**src/sliding_window_rate_limiter_defines.svh**
```systemverilog
// Assertion macros shared by the limiter modules.
// Depends on nothing; included by files that check their own logic.
`ifndef SLIDING_WINDOW_RATE_LIMITER_DEFINES_SVH
`define SLIDING_WINDOW_RATE_LIMITER_DEFINES_SVH
`ifndef SYNTHESIS
`define SWRL_ASSERT(label, clk, rst_n, prop) \
    label: assert property (@(posedge clk) disable iff (!rst_n) prop) \
        else $error("swrl assertion failed");
`define SWRL_ASSERT_ALWAYS(label, clk, prop) \
    label: assert property (@(posedge clk) prop) \
        else $error("swrl assertion failed");
`else
`define SWRL_ASSERT(label, clk, rst_n, prop)
`define SWRL_ASSERT_ALWAYS(label, clk, prop)
`endif
`endif

```
**src/swrl_pkg.sv**
```systemverilog
// Shared constants and types for the sliding window rate limiter.
// Depends on nothing; used by every module of the block.
package swrl_pkg;

    localparam int unsigned RING_DEPTH_DEF = 16;
    localparam int unsigned MAX_REQ_W      = 5;
    localparam int unsigned STAMP_W        = 32;
    localparam int unsigned ADDR_W         = 3;

    localparam logic [MAX_REQ_W-1:0] MAX_REQ_RESET = 5'd4;
    localparam logic [STAMP_W-1:0]   WINDOW_RESET  = 32'd1000;

    localparam logic REG_MAX_REQUESTS  = 1'b0;
    localparam logic REG_WINDOW_LENGTH = 1'b1;

    typedef enum logic [1:0] {
        ST_IDLE  = 2'b01,
        ST_CHECK = 2'b10
    } state_t;

endpackage

```
**src/sliding_window_rate_limiter.sv**
```systemverilog
// Sliding window log rate limiter: config registers, sequencer and stamp ring.
// Depends on swrl_pkg, swrl_ctrl, swrl_ring and swrl_age_cmp.
//
// A request word is taken at a rising edge with start high and busy low; it
// carries the request timestamp. busy stays high while the request is worked.
// The sequencer drops expired stamps from the oldest end, one per cycle,
// through the single age compare unit and the ring read port, then decides.
// The decision appears on granted with done high for exactly one cycle; the
// receiver has no way to hold it off, so it must take it then.
// Order: the accept edge, then one drop per expired stamp, then the decision;
// done rises at the edge that ends the decision. busy falls with done, and
// the next request may be taken in the cycle done is high.
// max_requests (address 0) and window_length (address 4) are written over the
// APB-style port; the user must write them only while busy is low, which
// the block itself does not enforce. Reads return the held values.
// Reset clears the ring to empty and loads max_requests 4, window_length 1000.
module sliding_window_rate_limiter
#(
    parameter int unsigned RING_DEPTH = swrl_pkg::RING_DEPTH_DEF
)
(
    input  logic                          clk,
    input  logic                          rst_n,
    input  logic                          start,
    output logic                          busy,
    input  logic [swrl_pkg::STAMP_W-1:0]  timestamp,
    output logic                          done,
    output logic                          granted,
    input  logic                          psel,
    input  logic                          penable,
    input  logic                          pwrite,
    input  logic [swrl_pkg::ADDR_W-1:0]   paddr,
    input  logic [31:0]                   pwdata,
    output logic [31:0]                   prdata,
    output logic                          pready
);

    localparam int unsigned PTR_W = (RING_DEPTH > 1) ? $clog2(RING_DEPTH) : 1;
    localparam int unsigned CNT_W = $clog2(RING_DEPTH + 1);

    logic [swrl_pkg::MAX_REQ_W-1:0] max_req_reg;
    logic [swrl_pkg::STAMP_W-1:0]   window_reg;
    logic                           cfg_wr;
    logic                           reg_sel;
    logic [swrl_pkg::STAMP_W-1:0]   rd_data;
    logic [PTR_W-1:0]               rd_addr;
    logic                           wr_en;
    logic [PTR_W-1:0]               wr_addr;
    logic [swrl_pkg::STAMP_W-1:0]   wr_data;

    assign pready  = 1'b1;
    assign cfg_wr  = psel && penable && pwrite && pready;
    assign reg_sel = paddr[2];

    always_ff @(posedge clk or negedge rst_n)
    begin
        if (!rst_n)
        begin
            max_req_reg <= swrl_pkg::MAX_REQ_RESET;
            window_reg  <= swrl_pkg::WINDOW_RESET;
        end
        else if (cfg_wr)
        begin
            if (reg_sel == swrl_pkg::REG_MAX_REQUESTS)
            begin
                max_req_reg <= pwdata[swrl_pkg::MAX_REQ_W-1:0];
            end
            else
            begin
                window_reg <= pwdata;
            end
        end
    end

    always_comb
    begin
        case (reg_sel)
            swrl_pkg::REG_MAX_REQUESTS:  prdata = 32'(max_req_reg);
            swrl_pkg::REG_WINDOW_LENGTH: prdata = window_reg;
            default:                     prdata = '0;
        endcase
    end

    swrl_ctrl
    #(
        .RING_DEPTH (RING_DEPTH),
        .PTR_W      (PTR_W),
        .CNT_W      (CNT_W)
    )
    u_ctrl
    (
        .clk           (clk),
        .rst_n         (rst_n),
        .start         (start),
        .timestamp     (timestamp),
        .max_requests  (max_req_reg),
        .window_length (window_reg),
        .rd_data       (rd_data),
        .busy          (busy),
        .done          (done),
        .granted       (granted),
        .rd_addr       (rd_addr),
        .wr_en         (wr_en),
        .wr_addr       (wr_addr),
        .wr_data       (wr_data)
    );

    swrl_ring
    #(
        .RING_DEPTH (RING_DEPTH),
        .PTR_W      (PTR_W)
    )
    u_ring
    (
        .clk     (clk),
        .wr_en   (wr_en),
        .wr_addr (wr_addr),
        .wr_data (wr_data),
        .rd_addr (rd_addr),
        .rd_data (rd_data)
    );

endmodule

```
**src/swrl_age_cmp.sv**
```systemverilog
// Age compare unit: unsigned stamp difference against the window length.
// Depends on swrl_pkg.
module swrl_age_cmp
(
    input  logic [swrl_pkg::STAMP_W-1:0] now_stamp,
    input  logic [swrl_pkg::STAMP_W-1:0] old_stamp,
    input  logic [swrl_pkg::STAMP_W-1:0] window_length,
    output logic                         expired
);

    logic [swrl_pkg::STAMP_W-1:0] age;

    assign age     = now_stamp - old_stamp;
    assign expired = (age >= window_length);

endmodule

```
**src/swrl_ring.sv**
```systemverilog
// Stamp ring memory: one write port, one read port with registered data.
// Depends on swrl_pkg.
module swrl_ring
#(
    parameter int unsigned RING_DEPTH = swrl_pkg::RING_DEPTH_DEF,
    parameter int unsigned PTR_W      = 4
)
(
    input  logic                         clk,
    input  logic                         wr_en,
    input  logic [PTR_W-1:0]             wr_addr,
    input  logic [swrl_pkg::STAMP_W-1:0] wr_data,
    input  logic [PTR_W-1:0]             rd_addr,
    output logic [swrl_pkg::STAMP_W-1:0] rd_data
);

    logic [swrl_pkg::STAMP_W-1:0] mem [RING_DEPTH];
    logic [swrl_pkg::STAMP_W-1:0] rd_data_reg;

    always_ff @(posedge clk)
    begin
        if (wr_en)
        begin
            mem[wr_addr] <= wr_data;
        end
    end

    always_ff @(posedge clk)
    begin
        rd_data_reg <= mem[rd_addr];
    end

    assign rd_data = rd_data_reg;

endmodule

```
**src/swrl_ctrl.sv**
```systemverilog
// Sequencer: expires old stamps one per cycle, then grants or refuses.
// Depends on swrl_pkg, swrl_age_cmp and the assertion macro header.
`include "sliding_window_rate_limiter_defines.svh"
module swrl_ctrl
#(
    parameter int unsigned RING_DEPTH = swrl_pkg::RING_DEPTH_DEF,
    parameter int unsigned PTR_W      = 4,
    parameter int unsigned CNT_W      = 5
)
(
    input  logic                           clk,
    input  logic                           rst_n,
    input  logic                           start,
    input  logic [swrl_pkg::STAMP_W-1:0]   timestamp,
    input  logic [swrl_pkg::MAX_REQ_W-1:0] max_requests,
    input  logic [swrl_pkg::STAMP_W-1:0]   window_length,
    input  logic [swrl_pkg::STAMP_W-1:0]   rd_data,
    output logic                           busy,
    output logic                           done,
    output logic                           granted,
    output logic [PTR_W-1:0]               rd_addr,
    output logic                           wr_en,
    output logic [PTR_W-1:0]               wr_addr,
    output logic [swrl_pkg::STAMP_W-1:0]   wr_data
);

    localparam int unsigned LIM_W = (CNT_W > swrl_pkg::MAX_REQ_W) ? CNT_W
                                                                  : swrl_pkg::MAX_REQ_W;
    localparam logic [PTR_W-1:0] PTR_LAST = PTR_W'(RING_DEPTH - 1);
    localparam logic [CNT_W-1:0] CNT_FULL = CNT_W'(RING_DEPTH);

    swrl_pkg::state_t             state_reg, state_next;
    logic [swrl_pkg::STAMP_W-1:0] ts_reg, ts_next;
    logic [PTR_W-1:0]             oldest_reg, oldest_next;
    logic [PTR_W-1:0]             newest_reg, newest_next;
    logic [CNT_W-1:0]             held_reg, held_next;
    logic                         done_reg, done_next;
    logic                         granted_reg, granted_next;
    logic                         expired;
    logic                         pop;
    logic                         can_grant;

    swrl_age_cmp u_age_cmp
    (
        .now_stamp     (ts_reg),
        .old_stamp     (rd_data),
        .window_length (window_length),
        .expired       (expired)
    );

    assign pop       = (held_reg != '0) && expired;
    assign can_grant = (LIM_W'(held_reg) < LIM_W'(max_requests)) && (held_reg != CNT_FULL);

    always_comb
    begin
        state_next   = state_reg;
        ts_next      = ts_reg;
        oldest_next  = oldest_reg;
        newest_next  = newest_reg;
        held_next    = held_reg;
        done_next    = 1'b0;
        granted_next = granted_reg;
        wr_en        = 1'b0;
        case (state_reg)
            swrl_pkg::ST_IDLE:
            begin
                if (start)
                begin
                    ts_next    = timestamp;
                    state_next = swrl_pkg::ST_CHECK;
                end
            end
            swrl_pkg::ST_CHECK:
            begin
                if (pop)
                begin
                    oldest_next = (oldest_reg == PTR_LAST) ? '0 : oldest_reg + 1'b1;
                    held_next   = held_reg - 1'b1;
                end
                else
                begin
                    if (can_grant)
                    begin
                        wr_en       = 1'b1;
                        newest_next = (newest_reg == PTR_LAST) ? '0 : newest_reg + 1'b1;
                        held_next   = held_reg + 1'b1;
                    end
                    done_next    = 1'b1;
                    granted_next = can_grant;
                    state_next   = swrl_pkg::ST_IDLE;
                end
            end
            default:
            begin
                state_next = swrl_pkg::ST_IDLE;
            end
        endcase
    end

    always_ff @(posedge clk or negedge rst_n)
    begin
        if (!rst_n)
        begin
            state_reg   <= swrl_pkg::ST_IDLE;
            oldest_reg  <= '0;
            newest_reg  <= '0;
            held_reg    <= '0;
            done_reg    <= 1'b0;
            granted_reg <= 1'b0;
        end
        else
        begin
            state_reg   <= state_next;
            oldest_reg  <= oldest_next;
            newest_reg  <= newest_next;
            held_reg    <= held_next;
            done_reg    <= done_next;
            granted_reg <= granted_next;
        end
    end

    always_ff @(posedge clk)
    begin
        ts_reg <= ts_next;
    end

    assign busy    = (state_reg != swrl_pkg::ST_IDLE);
    assign done    = done_reg;
    assign granted = granted_reg;
    assign rd_addr = oldest_next;
    assign wr_addr = newest_reg;
    assign wr_data = ts_reg;

    `SWRL_ASSERT(a_held_bound, clk, rst_n, held_reg <= CNT_FULL)
    `SWRL_ASSERT(a_done_after_check, clk, rst_n, done_reg |-> $past(state_reg == swrl_pkg::ST_CHECK))
    `SWRL_ASSERT(a_grant_adds_one, clk, rst_n, (done_reg && granted_reg) |-> (held_reg == $past(held_reg) + 1'b1))
    `SWRL_ASSERT(a_pop_drops_one, clk, rst_n, (state_reg == swrl_pkg::ST_CHECK && pop) |=> (held_reg == $past(held_reg) - 1'b1))

endmodule

```
**config.mk**
```make
export PLATFORM = sky130hd
export DESIGN_NAME = sliding_window_rate_limiter
export DESIGN_NICKNAME = d
export VERILOG_FILES = /design/src/swrl_pkg.sv /design/src/sliding_window_rate_limiter.sv /design/src/swrl_age_cmp.sv /design/src/swrl_ring.sv /design/src/swrl_ctrl.sv
export VERILOG_INCLUDE_DIRS = /design/src /design/src/src
export SDC_FILE = /design/constraint.sdc
export NUM_CORES = 1
export LEC_CHECK = 0
export BUFFER_PORTS_ARGS = -buffer_cell sky130_fd_sc_hd__buf_2
export CORE_ASPECT_RATIO = 0.6
export CORE_UTILIZATION = 51
export DETAILED_ROUTE_END_ITERATION = 7
export MAX_ROUTING_LAYER = met4
export PLACE_DENSITY = 0.78
export SLEW_MARGIN = 20
export SYNTH_ARGS = -nofsm -noshare
export SYNTH_HDL_FRONTEND = slang
export SYNTH_SLANG_ARGS = --single-unit
```
**constraint.sdc**
```tcl
create_clock -name clk -period 9.6 [get_ports clk]
set_clock_uncertainty 0.1 [all_clocks]
set_input_delay 0.48 -clock clk [delete_from_list [all_inputs] [get_ports clk]]
set_output_delay 0.48 -clock clk [all_outputs]
set_load 0.02 [all_outputs]
```
==> impl_metrics.env <==
export IMPL_status="finished, final reports clean"
export IMPL_ys_warnings_count=0
export IMPL_fin_setup_tns_ns=0
export IMPL_pwr_share_comb=0.386
export IMPL_post_cts_setup_buffer_count=0
export IMPL_synth_top_area_cell="edfxtp_1"
export IMPL_routed_wl_mm=63.14
export IMPL_yosys_area_top_type_share=0.6118
export IMPL_max_stage_delay_ns=0.65
export IMPL_maxSlewViolCount=0
export IMPL_synth_cell_types=60
export IMPL_setup_slack_ns=1.899
export IMPL_synth_ff_type="edfxtp_1"
export IMPL_power_leakage_nw=11.69
export IMPL_holdBufCountCts=40
export IMPL_synth_edf_count=544
export IMPL_io_buffer_count=105
export IMPL_netlist_top_cells_area="edfxtp_1, nand2_1, dfrtp_1, nand3_1, mux2i_1"
export IMPL_grt_start_max_net_pins=167
export IMPL_htreeDepth=2
export IMPL_finalCriticalPeriod_ns=7.701
export IMPL_p_clk_frac=0.243
export IMPL_first_pass_iters=5
export IMPL_clock_sinks=630
export IMPL_wire_per_inst_um=21.51
export IMPL_synthTopCellsByCount="edfxtp_1, nand2_1, nand3_1, mux2i_1, inv_1"
export IMPL_hold_ws_ns=0.01342
export IMPL_worstSetupEndpointType="flop"
export IMPL_power_density_mw_per_mm2=311.9
export IMPL_diodes=0
export IMPL_drv_cap=0
export IMPL_crit_buf_inv=5
export IMPL_p_sw_w=0.003504
export IMPL_cp_required_ns=9.95
export IMPL_fp_dieW_um=297.4
export IMPL_dieArea_mm2=0.05331
export IMPL_setup_viol=0
export IMPL_dpl_worst_slack_ns=2.034
export IMPL_syn_num_nets=2214
export IMPL_period_share=0.8022
export IMPL_core_area_mm2=0.05133
export IMPL_synth_area_mm2=0.02670
export IMPL_grt_overflow=0
export IMPL_top_register="u_ring.mem"
export IMPL_largest_reg_flops=512
export IMPL_final_antenna_net_count=0
export IMPL_fmax_mhz=129.9
export IMPL_cts_buffers=54
export IMPL_remaining_drc_errors=0
export IMPL_max_slew_margin=0.2510
export IMPL_nets=2347
export IMPL_cts_tree="built"
export IMPL_drive_gt1_frac=0.1356
export IMPL_path_clk_slew_ns=0.07
export IMPL_dp_hpwl_mm=35.30
export IMPL_netlist_instances=2064
export IMPL_worst_path_max_fanout=58
export IMPL_cts_buffer_depth=3
export IMPL_viasPerCell=5.799
export IMPL_antenna_found_initial=0
export IMPL_synth_async_sr_flop_share=0.08571
export IMPL_power_w=0.009437
export IMPL_pwr_share_seq=0.370
export IMPL_rsz0062_at_grt="false"
export IMPL_syn_avg_cell_area_um2=12.94
export IMPL_synth_seq_cells=630
export IMPL_start_util=0.5202
export IMPL_vias=17020
export IMPL_gp_congestion=0.8870
export IMPL_cts_resized_gates=0
export IMPL_p_sw_frac=0.3713
export IMPL_crit_arrival_ns=8.05
export IMPL_cp_top_family="compound AO/OA/AOI/OAI gates"
export IMPL_synth_seq_area_share=0.6868
export IMPL_cpMaxStageDelayCell="buf_4"
export IMPL_std_cell_rows=64
export IMPL_setup_worst_path_class="flop to flop"
export IMPL_drtIter0Drc=2158
export IMPL_final_hold_violation_count=0
export IMPL_power_internal_w=0.005933
export IMPL_cts_root_buf="clkbuf_16"
export IMPL_max_vdd_ir_drop_uv=302.4
export IMPL_gr_usage_all_layers=0.2411
export IMPL_pin_count=109
export IMPL_synthToLayoutAreaGrowth_pct=13.32
export IMPL_hold_path_class="input pin to flop"
export IMPL_clkLatencyLatePin_ns=0.61
export IMPL_startpoint_type="flop"
export IMPL_tightest_slew_ns=1.124
export IMPL_fin_util=0.5895
export IMPL_grt_pass1_vias=16546
export IMPL_num_fill_cells=3826
export IMPL_die_h_um=179.2
export IMPL_grt_pass1_wl_mm=94.97
export IMPL_synthMostInstantiatedCell="edfxtp_1"
==> metrics by stage <==
| stage | instance area (um^2) | std cells |
|---|---|---|
| 4_1_cts | 30260 | 2935 |
| 6_report | 30260 | 2935 |
| 2_1_floorplan | 26700 | 2064 |
| 5_1_grt | 30260 | 2935 |
| 3_5_place_dp | 28000 | 2794 |
| 3_3_place_gp | 27990 | 2793 |
==> layout make-up <==
type	count	area, um^2	area share
Sequential cell	630	18340	0.6060
Tap cell	693	867.1	0.02866
Multi-Input combinational cell	1254	7685	0.2540
Clock buffer	70	1461	0.04830
Inverter	79	301.5	0.009966
Timing Repair Buffer	178	1215	0.04015
Clock inverter	31	390.4	0.01290
==> kinds of logic (layout without fill, tap and decap cells) <==
| kind of cell | after synthesis | after routing | synth area share |
|---|---|---|---|
| compound gates | 193 | 193 | 0.04967 |
| fa+ha+maj | 77 | 77 | 0.03664 |
| flops | 630 | 630 | 0.6868 |
| mux | 138 | 138 | 0.05407 |
| buf+inv | 180 | 358 | 0.02849 |
| xor+xnor | 34 | 34 | 0.01115 |
| other cells | 1 | 1 | 0.0001404 |
| simple gates | 811 | 811 | 0.1331 |
==> power groups by stage <==
stage / sequential [W] / clock (W) / combinational, W
6_report: 0.00349 / 0.00230 / 0.00365
5_1_grt: 0.00352 / 0.00242 / 0.00401
4_1_cts: 0.00349 / 0.00232 / 0.00361
3_5_place_dp: 0.00354 / 0 / 0.00356
3_3_place_gp: 0.00352 / 0 / 0.00341
2_1_floorplan: 0.00347 / 0 / 0.00267
==> worst register-to-register path, delay by kind of cell, from the launching register on <==
kind / cells / cell delay (ns)
buf+inv: 5 / 1.45
fa+ha+maj: 3 / 0.92
flops: 1 / 0.61
compound gates: 13 / 3.00
mux: 3 / 0.78
xor+xnor: 1 / 0.16
simple gates: 3 / 0.55
==> final timing paths <==
| kind | cells after the start | slack (ns) | endpoint | startpoint |
|---|---|---|---|---|
| worst max-delay path | 28 | 1.90 | u_ring.rd_data[28]$_DFF_P_ | u_ctrl.wr_data[0]$_DFFE_PP_ |
| worst min-delay path | 2 | 0.01 | window_reg[23]$_DFFE_PN0P_ | pwdata[23] |
| worst max register to register | 28 | 1.90 | u_ring.rd_data[28]$_DFF_P_ | u_ctrl.wr_data[0]$_DFFE_PP_ |
| worst min register to register | 1 | 0.41 | max_req_reg[1]$_DFFE_PN0P_ | max_req_reg[1]$_DFFE_PN0P_ |
| max in group asynchronous | 3 | 8.41 | window_reg[27]$_DFFE_PN0P_ | rst_n |
| min in group asynchronous | 3 | 0.49 | window_reg[2]$_DFFE_PN0P_ | rst_n |
==> cell usage in the layout (no fill, tap or decap), types with 10 or more instances in the layout <==
cell / count
nand2_1: 488
xor2_1: 10
o21ai_0: 29
nor2_1: 18
and2_2: 10
clkbuf_16: 54
inv_1: 76
dfxtp_1: 32
nand2b_1: 10
mux2_2: 40
a32oi_1: 32
a21oi_1: 56
clkbuf_1: 11
xnor2_1: 24
edfxtp_1: 544
ha_1: 75
nand3_1: 206
buf_4: 29
dfrtp_1: 46
mux2i_1: 96
o221ai_1: 32
dlygate4sd3_1: 40
a21o_1: 15
buf_2: 105
and2_1: 27
==> routing by layer <==
metal,part of all wire,global-route usage,vias to the layer above
met4,0.028,0.07388,0
met3,0.094,0.04314,133
li1,-,-,7709
met2,0.47,0.3777,782
met5,0,-,-
met1,0.41,0.3236,8396
(Power assumes the default switching activity.)
